### src/design/vln_pkg.sv
// Package: shared constants for the vector L2 norm block.
`default_nettype none

package vln_pkg;

   // Default accumulator width in bits.
   localparam int ACC_WIDTH_DEF    = 48;
   // Default element width in bits (signed Q8.8 at the default).
   localparam int SAMPLE_WIDTH_DEF = 16;
   // Width of the reported norm, unsigned Q16.8.
   localparam int NORM_WIDTH       = 24;

endpackage : vln_pkg

`default_nettype wire

### src/design/vln_if.sv
// Interfaces: element request channel and norm response channel.
`default_nettype none

interface vln_req_if
   import vln_pkg::*;
#(
   parameter int SAMPLE_WIDTH = SAMPLE_WIDTH_DEF
);
   logic                           valid;
   logic                           ready;
   logic signed [SAMPLE_WIDTH-1:0] element;
   logic                           last;

   modport source (output valid, output element, output last, input ready);
   modport sink   (input valid, input element, input last, output ready);
endinterface : vln_req_if


`default_nettype wire

### src/design/vln_square_acc.sv
// Square stage and saturating sum-of-squares accumulator.
`default_nettype none

module vln_square_acc
   import vln_pkg::*;
#(
   parameter int ACC_WIDTH    = ACC_WIDTH_DEF,
   parameter int SAMPLE_WIDTH = SAMPLE_WIDTH_DEF
) (
   input  wire logic                 clock,
   input  wire logic                 reset,
   vln_req_if.sink                   req,
   output logic                      out_valid,
   input  wire logic                 out_ready,
   output logic [ACC_WIDTH-1:0]      out_sum,
   output logic                      out_sat
);

   localparam int SQ_W  = 2 * SAMPLE_WIDTH;
   localparam int EXT_W = ((ACC_WIDTH > SQ_W) ? ACC_WIDTH : SQ_W) + 1;
   localparam logic [ACC_WIDTH-1:0] ACC_MAX = '1;

   logic                    sq_valid_ff;
   logic                    sq_valid_in;
   logic [SQ_W-1:0]         sq_ff;
   logic [SQ_W-1:0]         sq_in;
   logic                    last_ff;
   logic                    last_in;
   logic [ACC_WIDTH-1:0]    sum_ff;
   logic [ACC_WIDTH-1:0]    sum_in;
   logic                    sat_ff;
   logic                    sat_in;

   logic [SAMPLE_WIDTH-1:0] mag;
   logic [EXT_W-1:0]        wide_sum;
   logic                    clip;
   logic [ACC_WIDTH-1:0]    next_sum;
   logic                    advance;

   // Magnitude of the element; the most negative code maps to 2^(w-1).
   assign mag   = req.element[SAMPLE_WIDTH-1] ? (~req.element + 1'b1) : req.element;
   assign sq_in = SQ_W'(mag) * SQ_W'(mag);

   assign wide_sum = EXT_W'(sum_ff) + EXT_W'(sq_ff);
   assign clip     = wide_sum > EXT_W'(ACC_MAX);
   assign next_sum = clip ? ACC_MAX : wide_sum[ACC_WIDTH-1:0];

   // A last element waits until the first root cell takes it.
   assign advance   = !sq_valid_ff || !last_ff || out_ready;
   assign req.ready = advance;

   assign out_valid = sq_valid_ff && last_ff;
   assign out_sum   = next_sum;
   assign out_sat   = sat_ff || clip;

   always_comb begin
      sq_valid_in = sq_valid_ff;
      last_in     = last_ff;
      sum_in      = sum_ff;
      sat_in      = sat_ff;
      if (advance) begin
         sq_valid_in = req.valid;
         last_in     = req.last;
         if (sq_valid_ff) begin
            if (last_ff) begin
               sum_in = '0;
               sat_in = 1'b0;
            end else begin
               sum_in = next_sum;
               sat_in = sat_ff || clip;
            end
         end
      end
   end

   always_ff @(posedge clock) begin
      if (reset) begin
         sq_valid_ff <= 1'b0;
         sum_ff      <= '0;
         sat_ff      <= 1'b0;
      end else begin
         sq_valid_ff <= sq_valid_in;
         sum_ff      <= sum_in;
         sat_ff      <= sat_in;
      end
   end

   always_ff @(posedge clock) begin
      if (advance) begin
         sq_ff   <= sq_in;
         last_ff <= last_in;
      end
   end

   // The sticky flag is only ever set together with a clipped sum.
   assert property (@(posedge clock) disable iff (reset) sat_ff |-> sum_ff == ACC_MAX)
      else $error("saturation flag set without a clipped sum");

   // Handing a vector to the root chain clears the running state.
   assert property (@(posedge clock) disable iff (reset)
      out_valid && out_ready |=> sum_ff == '0 && !sat_ff)
      else $error("accumulator not cleared after vector end");

   // Within a vector the sum never falls.
   assert property (@(posedge clock) disable iff (reset)
      sq_valid_ff && advance && !last_ff |=> sum_ff >= $past(sum_ff))
      else $error("running sum decreased inside a vector");

endmodule : vln_square_acc

`default_nettype wire

### src/flat_wrapper.sv
// flat-port wrapper written by rule: the top's interface ports become plain ports
module vln_square_acc_flat import vln_pkg::*;
#(
   parameter int ACC_WIDTH    = ACC_WIDTH_DEF,
   parameter int SAMPLE_WIDTH = SAMPLE_WIDTH_DEF
)
  (clock, reset, out_valid, out_ready, out_sum, out_sat, req_valid, req_element, req_last, req_ready);
  vln_req_if #(.SAMPLE_WIDTH(SAMPLE_WIDTH)) req_i ();
  input  wire logic clock;
  input  wire logic reset;
  output logic out_valid;
  input  wire logic out_ready;
  output logic [ACC_WIDTH-1:0] out_sum;
  output logic out_sat;
  input wire logic [$bits(req_i.valid)-1:0] req_valid;
  input wire logic [$bits(req_i.element)-1:0] req_element;
  input wire logic [$bits(req_i.last)-1:0] req_last;
  output wire logic [$bits(req_i.ready)-1:0] req_ready;
  assign req_i.valid = req_valid;
  assign req_i.element = req_element;
  assign req_i.last = req_last;
  assign req_ready = req_i.ready;
  vln_square_acc #(.ACC_WIDTH(ACC_WIDTH), .SAMPLE_WIDTH(SAMPLE_WIDTH)) u_core (.clock(clock), .reset(reset), .req(req_i), .out_valid(out_valid), .out_ready(out_ready), .out_sum(out_sum), .out_sat(out_sat));
endmodule
### config.mk
export PLATFORM = sky130hd
export DESIGN_NAME = vln_square_acc_flat
export DESIGN_NICKNAME = d
export VERILOG_FILES = /design/src/design/vln_pkg.sv /design/src/design/vln_if.sv /design/src/design/vln_square_acc.sv /design/src/flat_wrapper.sv
export SDC_FILE = /design/constraint.sdc
export NUM_CORES = 1
export LEC_CHECK = 0
export BUFFER_PORTS_ARGS = -buffer_cell sky130_fd_sc_hd__clkbuf_2
export CORE_MARGIN = 8
export CORE_UTILIZATION = 55
export CTS_CLUSTER_DIAMETER = 120
export DETAILED_ROUTE_END_ITERATION = 10
export GPL_TIMING_DRIVEN = 0
export PLACE_DENSITY_LB_ADDON = 0.3
export SETUP_SLACK_MARGIN = 0.2
export SLEW_MARGIN = 25
export SYNTH_ARGS = -nofsm -noshare
export SYNTH_HDL_FRONTEND = slang
export SYNTH_SLANG_ARGS = --single-unit
### constraint.sdc
create_clock -name clock -period 21.6 [get_ports clock]
set_input_delay 4.32 -clock clock [delete_from_list [all_inputs] [get_ports clock]]
set_output_delay 4.32 -clock clock [all_outputs]
set_load 0.01 [all_outputs]
# Word level (Yosys, flattened, before mapping)
# Cells that the tools add are included.
[totals]
register_bits = 83
in_bits = 21
out_inout_bits = 51
wordCells = 21
[op_classes]
addsub = 2
mul = 1
order_cmp = 1
muxes = 4
n_bitwise = 1
n_reduce_logical = 7
[ops]
columns = ["op", "n"]
rows = [
  ["48-bit two-way mux", 2],
  ["48-bit by 32-bit adder with 49-bit output", 1],
  ["49-bit by 48-bit > comparator with 1-bit output, second input constant", 1],
  ["16-bit by 16-bit multiplier with 32-bit output", 1],
  ["16-bit by 1-bit adder with 16-bit output, second input constant", 1],
  ["16-bit two-way mux", 1],
  ["16-bit NOT", 1],
  ["1-bit logical OR", 3],
  ["1-bit zero test", 2],
  ["2-bit AND reduction", 1],
  ["1-bit logical AND", 1],
  ["1-bit two-way mux", 1],
]

# Longest topological paths before layout
# Gate-level depths: netlist of the first run.
[depth]
ltp_word = 4
ltp_mapped = 30
depth_no_buf = 28

# Worst setup path after synthesis of the first run
# No wires, ideal clock.
[synth_path]
path_type = "in2reg"
from = "input req_element[0]"
to = "register u_core.sq_ff[31] (data pin)"
setup_time_ns = 0.260
t_arrival_ns = 11.353
setup_slack_ns = 9.987
cell_stages = 29
path_buffers = 1
cell_sequence = "clkinv_1 clkbuf_1 ha_1 nand2_1 o31ai_1 xnor2_1 inv_1 nor2_1 inv_1 fa_1 inv_1 fa_1 inv_1 fa_1 inv_1 fa_1 fa_1 inv_1 fa_1 inv_1 ha_1 or3_1 o22a_1 o211ai_1 a31oi_1 o41a_1 a41o_1 a31oi_1 xnor2_1"
[synth_between]
elab_chain_len = 4
[synth_lines]
columns = ["item", "line", "rtl"]
rows = [
  ["start: declaration", "flat_wrapper.sv:16", "input wire logic [$bits(req_i.element)-1:0] req_element;"],
  ["16-bit NOT", "vln_square_acc.sv:41", "assign mag = req.element[SAMPLE_WIDTH-1] ? (~req.element + 1'b1) : req.element;"],
  ["16-bit by 1-bit adder with 16-bit output", "vln_square_acc.sv:41", ""],
  ["16-bit two-way mux *", "vln_square_acc.sv:41", ""],
  ["16-bit by 16-bit multiplier with 32-bit output *", "vln_square_acc.sv:42", "assign sq_in = SQ_W'(mag) * SQ_W'(mag);"],
  ["net u_core.sq_in[31]", "vln_square_acc.sv:26", "logic [SQ_W-1:0] sq_in;"],
  ["end signal: assignment", "vln_square_acc.sv:90", "sq_ff <= sq_in;"],
  ["end: declaration", "vln_square_acc.sv:25", "logic [SQ_W-1:0] sq_ff;"],
]
# Mark *: on every way through the listed nets, which the timed path passes. The rest lies on a longest branch.
# A chain may end at the register's enable or synchronous reset.

# Final worst setup path of the first run
# Same ends and word-level chain as after synthesis.

==> results of run 1 <==
## cells by family after synthesis
group                      synth area share, %
other                                  0.06019
and+or+nand+nor                          14.43
adders and majority gates                39.41
muxes                                   0.5214
DFF                                      15.72
buffers and inverters                    9.015
xor gates and xnor gates                 5.957
AOI/OAI and AO/OA                        14.88
## sequential cells by signal, summed over array words and instances, names as in the netlist
name / count
u_core.last_ff: 1
u_core.sq_ff: 31
u_core.sum_ff: 48
u_core.sq_valid_ff: 1
u_core.sat_ff: 1
## tightest hold or removal path, cell delays in order, from the launching register on
cell and delay, ns:
dfxtp_1 0.32, a21oi_1 0.04, nor2_1 0.07
## stage by stage
step,cell area [sq um],instances
final,13550,1794
after global routing,13550,1794
after CTS,13540,1794
after detailed placement,13260,1778
after global placement,13220,1777
after floorplan,12510,1422
## Yosys cell counts, types with 4 or more instances
cell	number
a22o_1	33
and4_1	7
o211ai_1	11
ha_1	129
nand3_1	28
buf_2	11
a311oi_1	4
and3_1	17
nand2_1	154
nor2b_1	4
dfxtp_1	50
and2_1	11
fa_1	165
inv_2	4
nor2_1	103
a221oi_1	4
inv_1	241
nand4_1	13
clkbuf_1	33
o21a_1	8
o21ai_1	5
o21ai_0	41
a21oi_1	61
xnor2_1	52
a21o_1	26
nand2b_1	12
nor4_1	5
o31ai_1	6
xor2_1	31
edfxtp_1	32
nor3_1	10
a31oi_1	14
or3_1	5
a211oi_1	6
## final timing paths
path,endpoint,depth (start not counted),from,slack (ns)
setup / recovery,u_core.sq_ff[31],29,req_element[0],8.73
hold / removal,u_core.sat_ff,2,u_core.sat_ff,0.47
setup reg to reg,u_core.sum_ff[19],12,u_core.sq_ff[18],18.44
hold reg to reg,u_core.sat_ff,2,u_core.sat_ff,0.47
## per-layer routing
layer | vias to the layer above | part of all wire (%) | GRT usage [%]
met2 | 337 | 49 | 36.20
met4 | 0 | 1.4 | 4.661
met5 | - | 0 | 0
met1 | 5059 | 43 | 28.40
li1 | 4882 | - | -
met3 | 39 | 6.5 | 3.641
## area by class of cell
type | count | area (sq um) | share of cell area, %
Clock inverter | 7 | 58.81 | 0.4341
Buffer | 46 | 193.9 | 1.432
Sequential cell | 82 | 1962 | 14.48
Clock buffer | 9 | 225.2 | 1.663
Tap cell | 285 | 356.6 | 2.632
Inverter | 248 | 930.9 | 6.872
Multi-Input combinational cell | 1046 | 9442 | 69.70
Timing Repair Buffer | 71 | 377.9 | 2.789
==> impl_metrics.py, run 1 <==
metrics = {
    "run_status": {
        "outcome": "finished, final reports clean",
    },
    "timing": {
        "worst_slack_ns": 8.729,
        "hold_violations": 0,
        "rsz0062_at_grt": "false",
        "relSlewSlack_pct": 26.48,
        "finalSetupViolCount": 0,
        "max_clock_freq_mhz": 77.69,
        "period_share_pct": 59.59,
        "drv_slew": 0,
        "worst_slew_pin_slew_ns": 1.099,
        "fin_setup_tns_ns": 0,
        "holdWs_ns": 0.4692,
        "fin_skew_ns": 0.01357,
        "period_needed_ns": 12.87,
    },
    "critical_path": {
        "worstSetupPathType": "primary input to flip-flop",
        "path_delay_family": "adder cells",
        "cp.required_ns": 21.68,
        "slowest_stage": "xor2_1",
        "crit_fanout": 11,
        "crit_top_cell": "fa_1",
        "slowest_delay_ns": 0.82,
        "crit_arrival_ns": 12.95,
        "cp-end-kind": "flip-flop",
        "cp-start-kind": "primary input",
        "critPathBufInv": 9,
    },
    "global_route": {
        "antenna_found_initial": 0,
        "grt-ovfl-total": 0,
        "grt_first_pass_wirelength_mm": 49.45,
        "grt_max_degree": 21,
        "first_global_vias": 10000,
        "track_usage_pct": 21.42,
    },
    "logic_synthesis": {
        "ys_types": 81,
        "async_reset_ff_share_pct": 0,
        "synth.top_cell.area_share_pct": 26.47,
        "yosysSeqAreaShare_pct": 15.72,
        "yosys_register_bits": 82,
        "yosysWarningCount": 0,
        "ys.flop_type": "dfxtp_1",
        "synth_cells": 1413,
        "syn_area_sq_um": 12480,
        "synth-edff-count": 32,
        "syn_area_per_cell_sq_um": 8.830,
        "yosysTopAreaCell": "fa_1",
        "yosys-top-cells-area": "fa_1 26%, ha_1 13%, dfxtp_1 8.0%, edfxtp_1 7.7%, inv_1 7.3%",
    },
    "cells_and_area": {
        "antenna-diode-count": 0,
        "fillers": 1956,
        "final_common_cell": "inv_1",
        "final_cell_mix": "241 x inv_1, 165 x fa_1, 154 x nand2_1",
        "num-nets-final": 1819,
        "layout-drive-gt1-share_pct": 8.085,
        "synthToLayoutAreaGrowth_pct": 8.574,
        "fin_util_pct": 60.38,
    },
    "floorplanning": {
        "fp.dieArea_sq_um": 27760,
        "initial_core_util_pct": 55.62,
        "row_count": 55,
        "boundaryPins": 72,
        "die_h_um": 166.6,
        "die_w_um": 166.6,
        "core_area_sq_um": 22430,
    },
    "placement": {
        "io_buffers": 70,
        "post-place-ws_ns": 8.324,
        "routabilityCongestion": 0.9168,
        "dp.final_hpwl_mm": 24.71,
    },
    "drt": {
        "vias_per_cell": 5.751,
        "firstDrtPassIters": 5,
        "vias": 10320,
        "drt_iter0_drc": 828,
        "drcViolationCount": 0,
        "wirelength_mm": 29.74,
        "ant_nets": 0,
        "wl_per_cell_um": 16.58,
    },
    "hold_path": {
        "hold_path.class": "flip-flop to flip-flop",
    },
    "clock_network": {
        "cts.path.max_buffers": 2,
        "cts_htree_levels": 3,
        "clk_pin_slew_ns": 0.06,
        "cts_sinks": 82,
        "root_buffer": "clkbuf_16",
        "numCtsBuffers": 9,
        "tritoncts": "done",
        "cts_resized": 0,
        "clk_latency_ns": 0.34,
        "post_cts_buffers": 0,
        "hold_buffers": 0,
    },
    "flow_run": {
        "drv_cap": 0,
    },
}
Power of run 1 is left out: the tool's default activity adds up to more than one toggle a clock period on the data nets, which glitch-free logic cannot reach.
==> run 2: changes to the inputs <==
Settings changed: ABC_AREA set to 1, CORE_MARGIN 8 to not set, CORE_UTILIZATION 55 to not set, PLACE_DENSITY_LB_ADDON 0.3 to not set.
Clock period 21.6 ns to 13.21 ns, I/O delays scaled along.
==> impl_metrics.py, run 2 <==
metrics = {
    "run_status": {
        "outcome": "aborted with a tool error",
        "failing_step": "1_2_yosys",
        "stop_error": "ERROR: ABC failed with status B",
    },
    "logic_synthesis": {
        "yosysWarningCount": 0,
    },
}
