[src/design/vln_pkg.sv]
// Package: shared constants for the vector L2 norm block.
`default_nettype none

package vln_pkg;

   // Default accumulator width in bits.
   localparam int ACC_WIDTH_DEF    = 48;
   // Default element width in bits (signed Q8.8 at the default).
   localparam int SAMPLE_WIDTH_DEF = 16;
   // Width of the reported norm, unsigned Q16.8.
   localparam int NORM_WIDTH       = 24;

endpackage : vln_pkg

`default_nettype wire

[src/design/vln_sqrt_cell.sv]
// One cell of the square root chain: resolves one root bit per stage.
`default_nettype none

module vln_sqrt_cell
   import vln_pkg::*;
#(
   parameter int W2      = ACC_WIDTH_DEF,
   parameter int BIT_POS = 0
) (
   input  wire logic          clock,
   input  wire logic          reset,
   input  wire logic          in_valid,
   output logic               in_ready,
   input  wire logic [W2-1:0] in_rem,
   input  wire logic [W2-1:0] in_res,
   input  wire logic          in_sat,
   output logic               out_valid,
   input  wire logic          out_ready,
   output logic [W2-1:0]      out_rem,
   output logic [W2-1:0]      out_res,
   output logic               out_sat
);

   localparam logic [W2-1:0] BIT = W2'(1) << BIT_POS;

   logic          valid_ff;
   logic          valid_in;
   logic [W2-1:0] rem_ff;
   logic [W2-1:0] res_ff;
   logic          sat_ff;
   logic          load;
   logic [W2-1:0] trial;

   assign load     = !valid_ff || out_ready;
   assign in_ready = load;
   assign valid_in = load ? in_valid : valid_ff;

   // Try setting this bit; keep it if the remainder covers the trial.
   assign trial = res_ff + BIT;
   always_comb begin
      if (rem_ff >= trial) begin
         out_rem = rem_ff - trial;
         out_res = (res_ff >> 1) + BIT;
      end else begin
         out_rem = rem_ff;
         out_res = res_ff >> 1;
      end
   end

   assign out_valid = valid_ff;
   assign out_sat   = sat_ff;

   always_ff @(posedge clock) begin
      if (reset) begin
         valid_ff <= 1'b0;
      end else begin
         valid_ff <= valid_in;
      end
   end

   always_ff @(posedge clock) begin
      if (load) begin
         rem_ff <= in_rem;
         res_ff <= in_res;
         sat_ff <= in_sat;
      end
   end

endmodule : vln_sqrt_cell

`default_nettype wire

[config.mk]
export PLATFORM = sky130hd
export DESIGN_NAME = vln_sqrt_cell
export DESIGN_NICKNAME = d
export VERILOG_FILES = /design/src/design/vln_pkg.sv /design/src/design/vln_sqrt_cell.sv
export SDC_FILE = /design/constraint.sdc
export NUM_CORES = 1
export LEC_CHECK = 0
export BUFFER_PORTS_ARGS = -buffer_cell sky130_fd_sc_hd__buf_2
export CORE_ASPECT_RATIO = 1.1
export CORE_MARGIN = 2
export CORE_UTILIZATION = 40
export CTS_BUF_LIST = sky130_fd_sc_hd__clkbuf_8
export CTS_CLUSTER_SIZE = 20
export DETAILED_ROUTE_END_ITERATION = 12
export HOLD_SLACK_MARGIN = 0.03
export PLACE_DENSITY_LB_ADDON = 0.12
export SLEW_MARGIN = 20
export SYNTH_ARGS = -nofsm -noshare
export SYNTH_HDL_FRONTEND = slang
export SYNTH_SLANG_ARGS = --single-unit
[constraint.sdc]
create_clock -name clock -period 5.3 [get_ports clock]
set_input_delay 0.795 -clock clock [delete_from_list [all_inputs] [get_ports clock]]
set_output_delay 0.795 -clock clock [all_outputs]
set_load 0.05 [all_outputs]
Word level (Yosys, flattened, before mapping)
Index checks and enable logic that the tools add are counted.
Storage, ports and cells
  latch bits: 0
  memory bits (read-only): 0
  memory bits (writable): 0
  memories kept: 0
  register bits: 98
Cells by class
  mux-type cells: 2
  $add $sub $neg: 3
  bitwise operators: 0
  equal/unequal tests: 0
  $lt $le $gt $ge: 1
  multiply operators: 0
  reduce and logical (&&, ||, !) cells: 2
  shifts and indexed selects: 0
  divide/modulo/power cells: 0
Operators with widths (count)
  48-bit 2-to-1 mux: 2
  47-bit by 1-bit adder with 48-bit output (second input constant): 1
  48-bit by 1-bit adder with 48-bit output (second input constant): 1
  48-bit greater-or-equal comparator: 1
  48-bit subtractor: 1
  1-bit zero test: 1
  1-bit logical OR: 1

Logic depth before layout (Yosys ltp)
Gate-level depths: netlist of run 1.
  depth in word-level cells: 3
  gate-level depth with buffers: 24
  depth with buffers taken out: 20

Worst setup path after synthesis of run 1
No wires, ideal clock.
  path type: register -> output
  start: register res_ff[2]
  end: output out_rem[39]
  stages on the path, launching flop included: 22
  slack: -427 ps
  arrival: 4932 ps
  cells stage by stage: edfxtp_1 -> ha_1 -> and3_1 -> and3_1 -> and3_1 -> and3_1 -> nand4_1 -> nor4_4 -> nand2_1 -> nor2_1 -> xnor2_1 -> ha_1 -> clkbuf_1 -> nand4_1 -> o221a_2 -> o21ai_2 -> o21ai_0 -> a21oi_1 -> nor2_1 -> buf_6 -> buf_2 -> o31ai_1
On the way
  cells in the longest elaborated chain, start to end: 3
  elaborated cells between the ends (all ways): 4
  classes of those cells: add/sub (2); order compare (1); mux (1)
RTL lines
  start: declaration: RTL line vln_sqrt_cell.sv:29  | logic [W2-1:0] res_ff;
  start signal: assignment: RTL line vln_sqrt_cell.sv:64  | res_ff <= in_res;
  48-bit by 1-bit adder with 48-bit output (*): RTL line vln_sqrt_cell.sv:39  | assign trial = res_ff + BIT;
  48-bit subtractor / 48-bit greater-or-equal comparator (equally long branches): RTL line vln_sqrt_cell.sv:42, vln_sqrt_cell.sv:41
  48-bit 2-to-1 mux (*): RTL line vln_sqrt_cell.sv:41  | if (rem_ff >= trial) begin
  end: declaration: RTL line vln_sqrt_cell.sv:19  | output logic [W2-1:0] out_rem,
Mark *: on every way between the ends. The rest lies on a longest branch, timed or not.

Worst setup path in the final report of run 1
  start: register res_ff[15]
  end: output out_rem[6]
On the way
  cells in the longest elaborated chain, start to end: 3
RTL lines (RTL line)
  48-bit by 1-bit adder with 48-bit output: vln_sqrt_cell.sv:39
  48-bit greater-or-equal comparator: vln_sqrt_cell.sv:41
  48-bit 2-to-1 mux: vln_sqrt_cell.sv:41
No other way between the ends.

==> impl_metrics.tcl, run 1 <==
set metrics [dict create \
    synth_nets 1080 \
    cts_tree "yes" \
    ctsLongestPathBuffers 2 \
    portBuffers 199 \
    critPathLaunchType "flip-flop" \
    grt_usage 0.270 \
    finalNetCount 1467 \
    startpoint "res_ff[15]$_DFFE_PP_" \
    synth-main-ff-cell "edfxtp_1" \
    avgViaCountPerCell 5.44 \
    ys_warn_count 0 \
    violations "negative setup slack" \
    fin_ws_ns -0.201 \
    finalSetupViolCount 88 \
    leakage_nw 5.83 \
    period_share 1.04 \
    min_path_type "primary input to flip-flop" \
    endpoint_kind "output port" \
    antenna_found_initial 0 \
    ys_seq_elements 98 \
    r2r-end "rem_ff[9]$_DFFE_PP_" \
    grt_pass1_wl_um 45200 \
    synthDistinctLibCells 70 \
    initial_core_util 0.404 \
    r2r-start "out_valid$_SDFFE_PP0P_" \
    required_ns 4.51 \
    pin_count 200 \
    syn_avg_cell_area_um2 8.89 \
    final_common_cell "buf_4" \
    relSlewSlack 0.493 \
    grt_pass1_vias 8460 \
    cts_sinks 98 \
    hold_viol_final 0 \
    synth_edf_count 97 \
    clock.fmax_mhz 182 \
    p_per_area_nw_per_um2 256 \
    dp_cells 1504 \
    mostFrequentLayoutCells "buf_4 (197), buf_2 (103), buf_6 (103), edfxtp_1 (97), nand2_1 (94)" \
    clk_latency_ns 0.42 \
    wl_per_cell_um 19.5 \
    crit_fanout 6 \
    syn_area_um2 8250 \
    dr.pass1.iters 5 \
    worst_hold_slack_ns 0.512 \
    routed_wl_um 30700 \
    gp_congestion 0.944 \
    diodes 0 \
    crit_end "out_rem[6]" \
    async_reset_ff_frac 0 \
    overflow 0 \
    tns_ns -9.48 \
    worstMarginPinSlew_ns 0.760 \
    clk_pin_slew_ns 0.12 \
    cts-root-buf "clkbuf_8" \
    drv_slew 0 \
    arrival_ns 4.71 \
    post-dp-hpwl_um 22600 \
    drive_gt1_frac 0.547 \
    vias 8576 \
    status "finished with violations" \
    maxCapViolCount 0 \
    floorplan.die_area_um2 21800 \
    crit_type "flip-flop to output port" \
    drt-initial-drc-count 584 \
    grt_max_degree 61 \
    syn_to_final_growth_pct 69.4 \
    yosysSeqAreaShare 0.356 \
    fp.coreArea_um2 20400 \
    synthCells 928 \
    ff2ff_path_depth 2 \
    die_width_um 141 \
    ant_nets 0 \
    fin_cells 1576 \
    cts_buffers 9 \
    drc_errors 0 \
    num_rows 55 \
    period_minus_slack_ns 5.50 \
    reg2reg_slack_ns 3.41 \
    hold_buffers 0 \
    die_y_um 155 \
    rsz0062_at_grt "yes" \
    skew_ns 0.00814 \
    ir_drop_mv 0.129 \
    htreeDepth 3 \
]
-- how the worst min path moves through the flow --
| stage | startpoint | end | slack [ns] | cells after the start |
|---|---|---|---|---|
| floorplan | reset | out_valid$_SDFFE_PP0P_ | 0.86 | 1 |
| global placement | reset | out_valid$_SDFFE_PP0P_ | 0.95 | 2 |
| detailed placement | reset | out_valid$_SDFFE_PP0P_ | 0.95 | 2 |
| CTS | reset | out_valid$_SDFFE_PP0P_ | 0.50 | 2 |
| global route | reset | out_valid$_SDFFE_PP0P_ | 0.51 | 2 |
| finish | reset | out_valid$_SDFFE_PP0P_ | 0.51 | 2 |
-- per-stage QoR --
stage / utilization / area [um^2] / power, W / worst slack (ns)
CTS: 0.638 / 13000 / 0.00342 / -0.261
floorplan: - / 8640 / 0.00204 / -0.317
detailed placement: 0.540 / 11000 / 0.00252 / -0.325
global placement: 0.540 / 11000 / 0.00251 / -0.271
finish: 0.684 / 14000 / 0.00358 / -0.201
global route: 0.684 / 14000 / 0.00373 / -0.389
-- area by class of cell --
type                    instances  area (um^2)
clock buffers                   9          124
clock inverters                 7         72.6
fillers                      1556         6470
inverters                      19         71.3
multi-input cells             762         6820
flip-flops and latches         98         2930
well taps                     256          320
repair buffers                425         3630
-- synthesized netlist by cell type, drive strengths merged, types with 6 or more instances --
library cell | instances | area, um^2
a21boi | 6 | 45.0
a21o | 14 | 105
a21oi | 88 | 444
and3 | 14 | 87.6
buf | 29 | 204
clkbuf | 22 | 87.6
edfxtp | 97 | 2910
ha | 50 | 626
inv | 19 | 71.3
nand2 | 111 | 417
nand3 | 34 | 170
nand4 | 32 | 206
nor2 | 95 | 357
nor3 | 34 | 205
nor4 | 14 | 149
o21ai | 47 | 239
o21bai | 6 | 45.0
o31ai | 8 | 73.8
or2 | 7 | 43.8
xnor2 | 68 | 596
xor2 | 69 | 604
-- worst max-delay path, stage by stage (launching register included) --
cell and delay [ns]:
edfxtp_1 0.39, buf_4 0.13, nand4_1 0.14, nor2_2 0.22, nand3_1 0.16, buf_4 0.20, nor3_2 0.26, nand3_2 0.15
xor2_2 0.19, ha_1 0.33, a21oi_1 0.20, o21a_1 0.22, o221a_4 0.23, o21ai_4 0.07, nor3_4 0.22, a21oi_4 0.10
or2_4 0.34, buf_6 0.14, buf_6 0.12, clkbuf_16 0.16, a21oi_2 0.13, buf_6 0.17
-- flip-flops by register name (all words and copies together), names as in the netlist --
| signal | count |
|---|---|
| out_valid | 1 |
| out_sat | 1 |
| rem_ff | 48 |
| res_ff | 48 |
-- kinds of logic after synthesis --
group / Yosys count / share of synthesized area
compound gates: 201 / 0.150
xor+xnor: 137 / 0.145
fa+ha+maj: 51 / 0.0783
buf+inv: 70 / 0.0440
flops: 98 / 0.356
mux: 1 / 0.00136
simple gates: 370 / 0.225
-- repair_timing --
action | 4_1_cts | 5_1_grt
pin swaps | 42 | 58
endpoints found under the setup margin | 96 | 96
gates cloned | 6 | 4
resized for setup | 362 | 146
setup buffers | 22 | 28
-- where the power goes --
part | internal [W] | total (W) | switching, W
Combinational | 0.000872 | 0.00209 | 0.00122
Sequential | 0.000914 | 0.000972 | 0.0000577
Clock | 0.000184 | 0.000519 | 0.000335
-- layer usage --
| layer | track usage | routed length (um) |
|---|---|---|
| met1 | 0.366 | 13200 |
| met2 | 0.449 | 15100 |
| met3 | 0.0399 | 1520 |
| met4 | 0.0857 | 872 |
| met5 | 0 | 0 |
No activity file was read; power rests on OpenSTA's default activity.
==> inputs of run 2 (changes only) <==
--- a/config.mk
+++ b/config.mk
@@ -9,7 +9,7 @@
 export CORE_ASPECT_RATIO = 1.1
 export CORE_MARGIN = 2
 export CORE_UTILIZATION = 40
-export CTS_BUF_LIST = sky130_fd_sc_hd__clkbuf_8
+export CTS_BUF_LIST = sky130_fd_sc_hd__clkbuf_2
 export CTS_CLUSTER_SIZE = 20
 export DETAILED_ROUTE_END_ITERATION = 12
 export HOLD_SLACK_MARGIN = 0.03
==> run 2 against run 1 <==
  * The run still ends with negative setup slack left
  * Sequential share of layout area is 0.40 points lower
  * Wire length is 2.8% higher
  * Power is 0.50% lower
  * Flip-flop and latch count stayed put
  * Core utilization is 1.3 points higher
  * Worst setup slack worse by 0.47 ns
  * Clock-buffer cell count stayed put
  * Final cell count is 0.32% higher
  * Register-to-register slack worse by 0.02 ns
  * Largest power group unchanged
==> impl_metrics.tcl, run 2 (synthesis gave the netlist of run 1 again) <==
set metrics [dict create \
    routed_wl_um 31600 \
    initial_core_util 0.404 \
    vias 8767 \
    fin_cells 1581 \
    overflow 0 \
    dr.pass1.iters 5 \
    status "finished with violations" \
    num_rows 55 \
    worst-path-buf-inv 4 \
    crit_end "out_res[44]" \
    dp_cells 1504 \
    relSlewSlack 0.484 \
    clk_latency_ns 0.70 \
    cts_buffers 9 \
    critPathLaunchType "flip-flop" \
    cts_tree "yes" \
    fill_cells 1506 \
    hold_buffers 0 \
    fin_ws_ns -0.667 \
    use_met3 0.0421 \
    slowest_delay_ns 0.48 \
    met1_usage 0.374 \
    avgViaCountPerCell 5.55 \
    cts-root-buf "clkbuf_2" \
    reg2reg_slack_ns 3.39 \
    gp_congestion 0.944 \
    finalNetCount 1471 \
    ir_drop_mv 0.128 \
    grt.met2_usage 0.459 \
    crit_type "flip-flop to output port" \
    die_y_um 155 \
    ff2ff_path_depth 2 \
    floorplan.die_area_um2 21800 \
    period_minus_slack_ns 5.97 \
    crit_chain "ha_2 > and3_4 > and3_4 > and3_4 > and3_4 > nand4_1 > nor4_4 > nand2_2 > xor2_1 > buf_4 > ha_4 > nand2_2 > nor3_4 > and3_4 > o21ai_2 > a21oi_4 > or2_4 > buf_6 > buf_12 > nand4_1 > xnor2_2 > buf_6" \
    grt_pass1_vias 8567 \
    required_ns 4.51 \
    min_path_type "primary input to flip-flop" \
    drive_gt1_frac 0.558 \
    violations "negative setup slack" \
    cp_top_family "simple AND/OR/NAND/NOR gates" \
    cp_slowest_cell "edfxtp_1" \
    final_common_cell "buf_4" \
    timing.critical_path.mode_cell "and3_4" \
    clock.fmax_mhz 168 \
    grt_pass1_wl_um 46100 \
    post-dp-hpwl_um 22600 \
    wl_per_cell_um 20.0 \
    p_per_area_nw_per_um2 250 \
    startpoint "res_ff[1]$_DFFE_PP_" \
    skew_ns 0.0380 \
    pin_count 200 \
    portBuffers 199 \
    leakage_nw 5.97 \
    drc_errors 0 \
    r2r-start "out_valid$_SDFFE_PP0P_" \
    drv_slew 0 \
    die_width_um 141 \
    endpoint_kind "output port" \
    ctsLongestPathBuffers 2 \
    grt_usage 0.275 \
    finalSetupViolCount 96 \
    crit_fanout 7 \
    antenna_found_initial 1 \
    ant_nets 0 \
    largestRegisters "rem_ff: 48 flops, res_ff: 48 flops" \
    fin_util 0.697 \
    tns_ns -50.12 \
    register_area_um2 2930 \
    top_usage_layer "met2" \
    arrival_ns 5.17 \
    hold_viol_final 0 \
    clk_pin_slew_ns 0.34 \
    syn_to_final_growth_pct 72.7 \
    maxCapViolCount 0 \
    multi_input_area_um2 7060 \
    mostFrequentLayoutCells "buf_4 (194), buf_6 (105), buf_2 (103), edfxtp_1 (97), nand2_1 (83)" \
    grt_max_degree 61 \
    drt-initial-drc-count 582 \
    htreeDepth 3 \
    fp.coreArea_um2 20400 \
    cp_num_cells 22 \
    cts_sinks 98 \
    worstMarginPinSlew_ns 0.773 \
    rsz0062_at_grt "yes" \
    period_share 1.13 \
    r2r-end "rem_ff[9]$_DFFE_PP_" \
]
run 2: cell count changes in the layout (fill, tap and decap cells not counted), moves of 9 or more:
cell / delta
a21oi_2: -11
nand2_1: -11
nand2_4: +11
nor2_4: +11
nor2_2: -10
clkbuf_2: +9
clkbuf_8: -9
run 2: timing repair:
item                                    in CTS  in global routing
pin swaps                                   48                 60
endpoints found under the setup margin      96                 96
hold endpoints to repair                     0                  0
buffers inserted                            30                 26
resized for setup                          360                213
gates cloned                                 7                  2
run 2: worst min path at each step:
stage / startpoint / to / slack (ns) / depth (start not counted)
finish: reset / out_valid$_SDFFE_PP0P_ / 0.22 / 2
global route: reset / out_valid$_SDFFE_PP0P_ / 0.16 / 2
CTS: reset / out_valid$_SDFFE_PP0P_ / 0.16 / 2
detailed placement: reset / out_valid$_SDFFE_PP0P_ / 0.95 / 2
global placement: reset / out_valid$_SDFFE_PP0P_ / 0.95 / 2
floorplan: reset / out_valid$_SDFFE_PP0P_ / 0.86 / 1
run 2: layout make-up:
cell class	count	share of cell area
inverter	19	0.00501
clock buffer	9	0.00316
antenna	1	0.000176
multi-input combinational	761	0.496
clock inverter	7	0.00510
sequential	98	0.206
timing repair buffer	430	0.262
tap	256	0.0225
run 2: routing by layer:
| layer | routed length (um) | vias to the layer above |
|---|---|---|
| li1 | - | 4140 |
| met1 | 13100 | 4209 |
| met2 | 15600 | 356 |
| met3 | 2020 | 62 |
| met4 | 842 | 0 |
| met5 | 0 | - |
run 2: stage by stage:
stage          setup WS [ns]  total power, W  hold slack [ns]  area [um^2]
2_1_floorplan         -0.317         0.00204            0.864         8640
3_3_place_gp          -0.271         0.00251            0.951        11000
3_5_place_dp          -0.325         0.00252            0.954        11000
4_1_cts               -0.625         0.00335            0.165        13100
5_1_grt               -0.880         0.00371            0.157        14200
6_report              -0.667         0.00356            0.224        14200
run 2: power by group:
part	total, W	switching (W)	internal (W)
Combinational	0.00218	0.00127	0.000916
Sequential	0.000980	0.0000655	0.000914
Clock	0.000402	0.000325	0.0000771
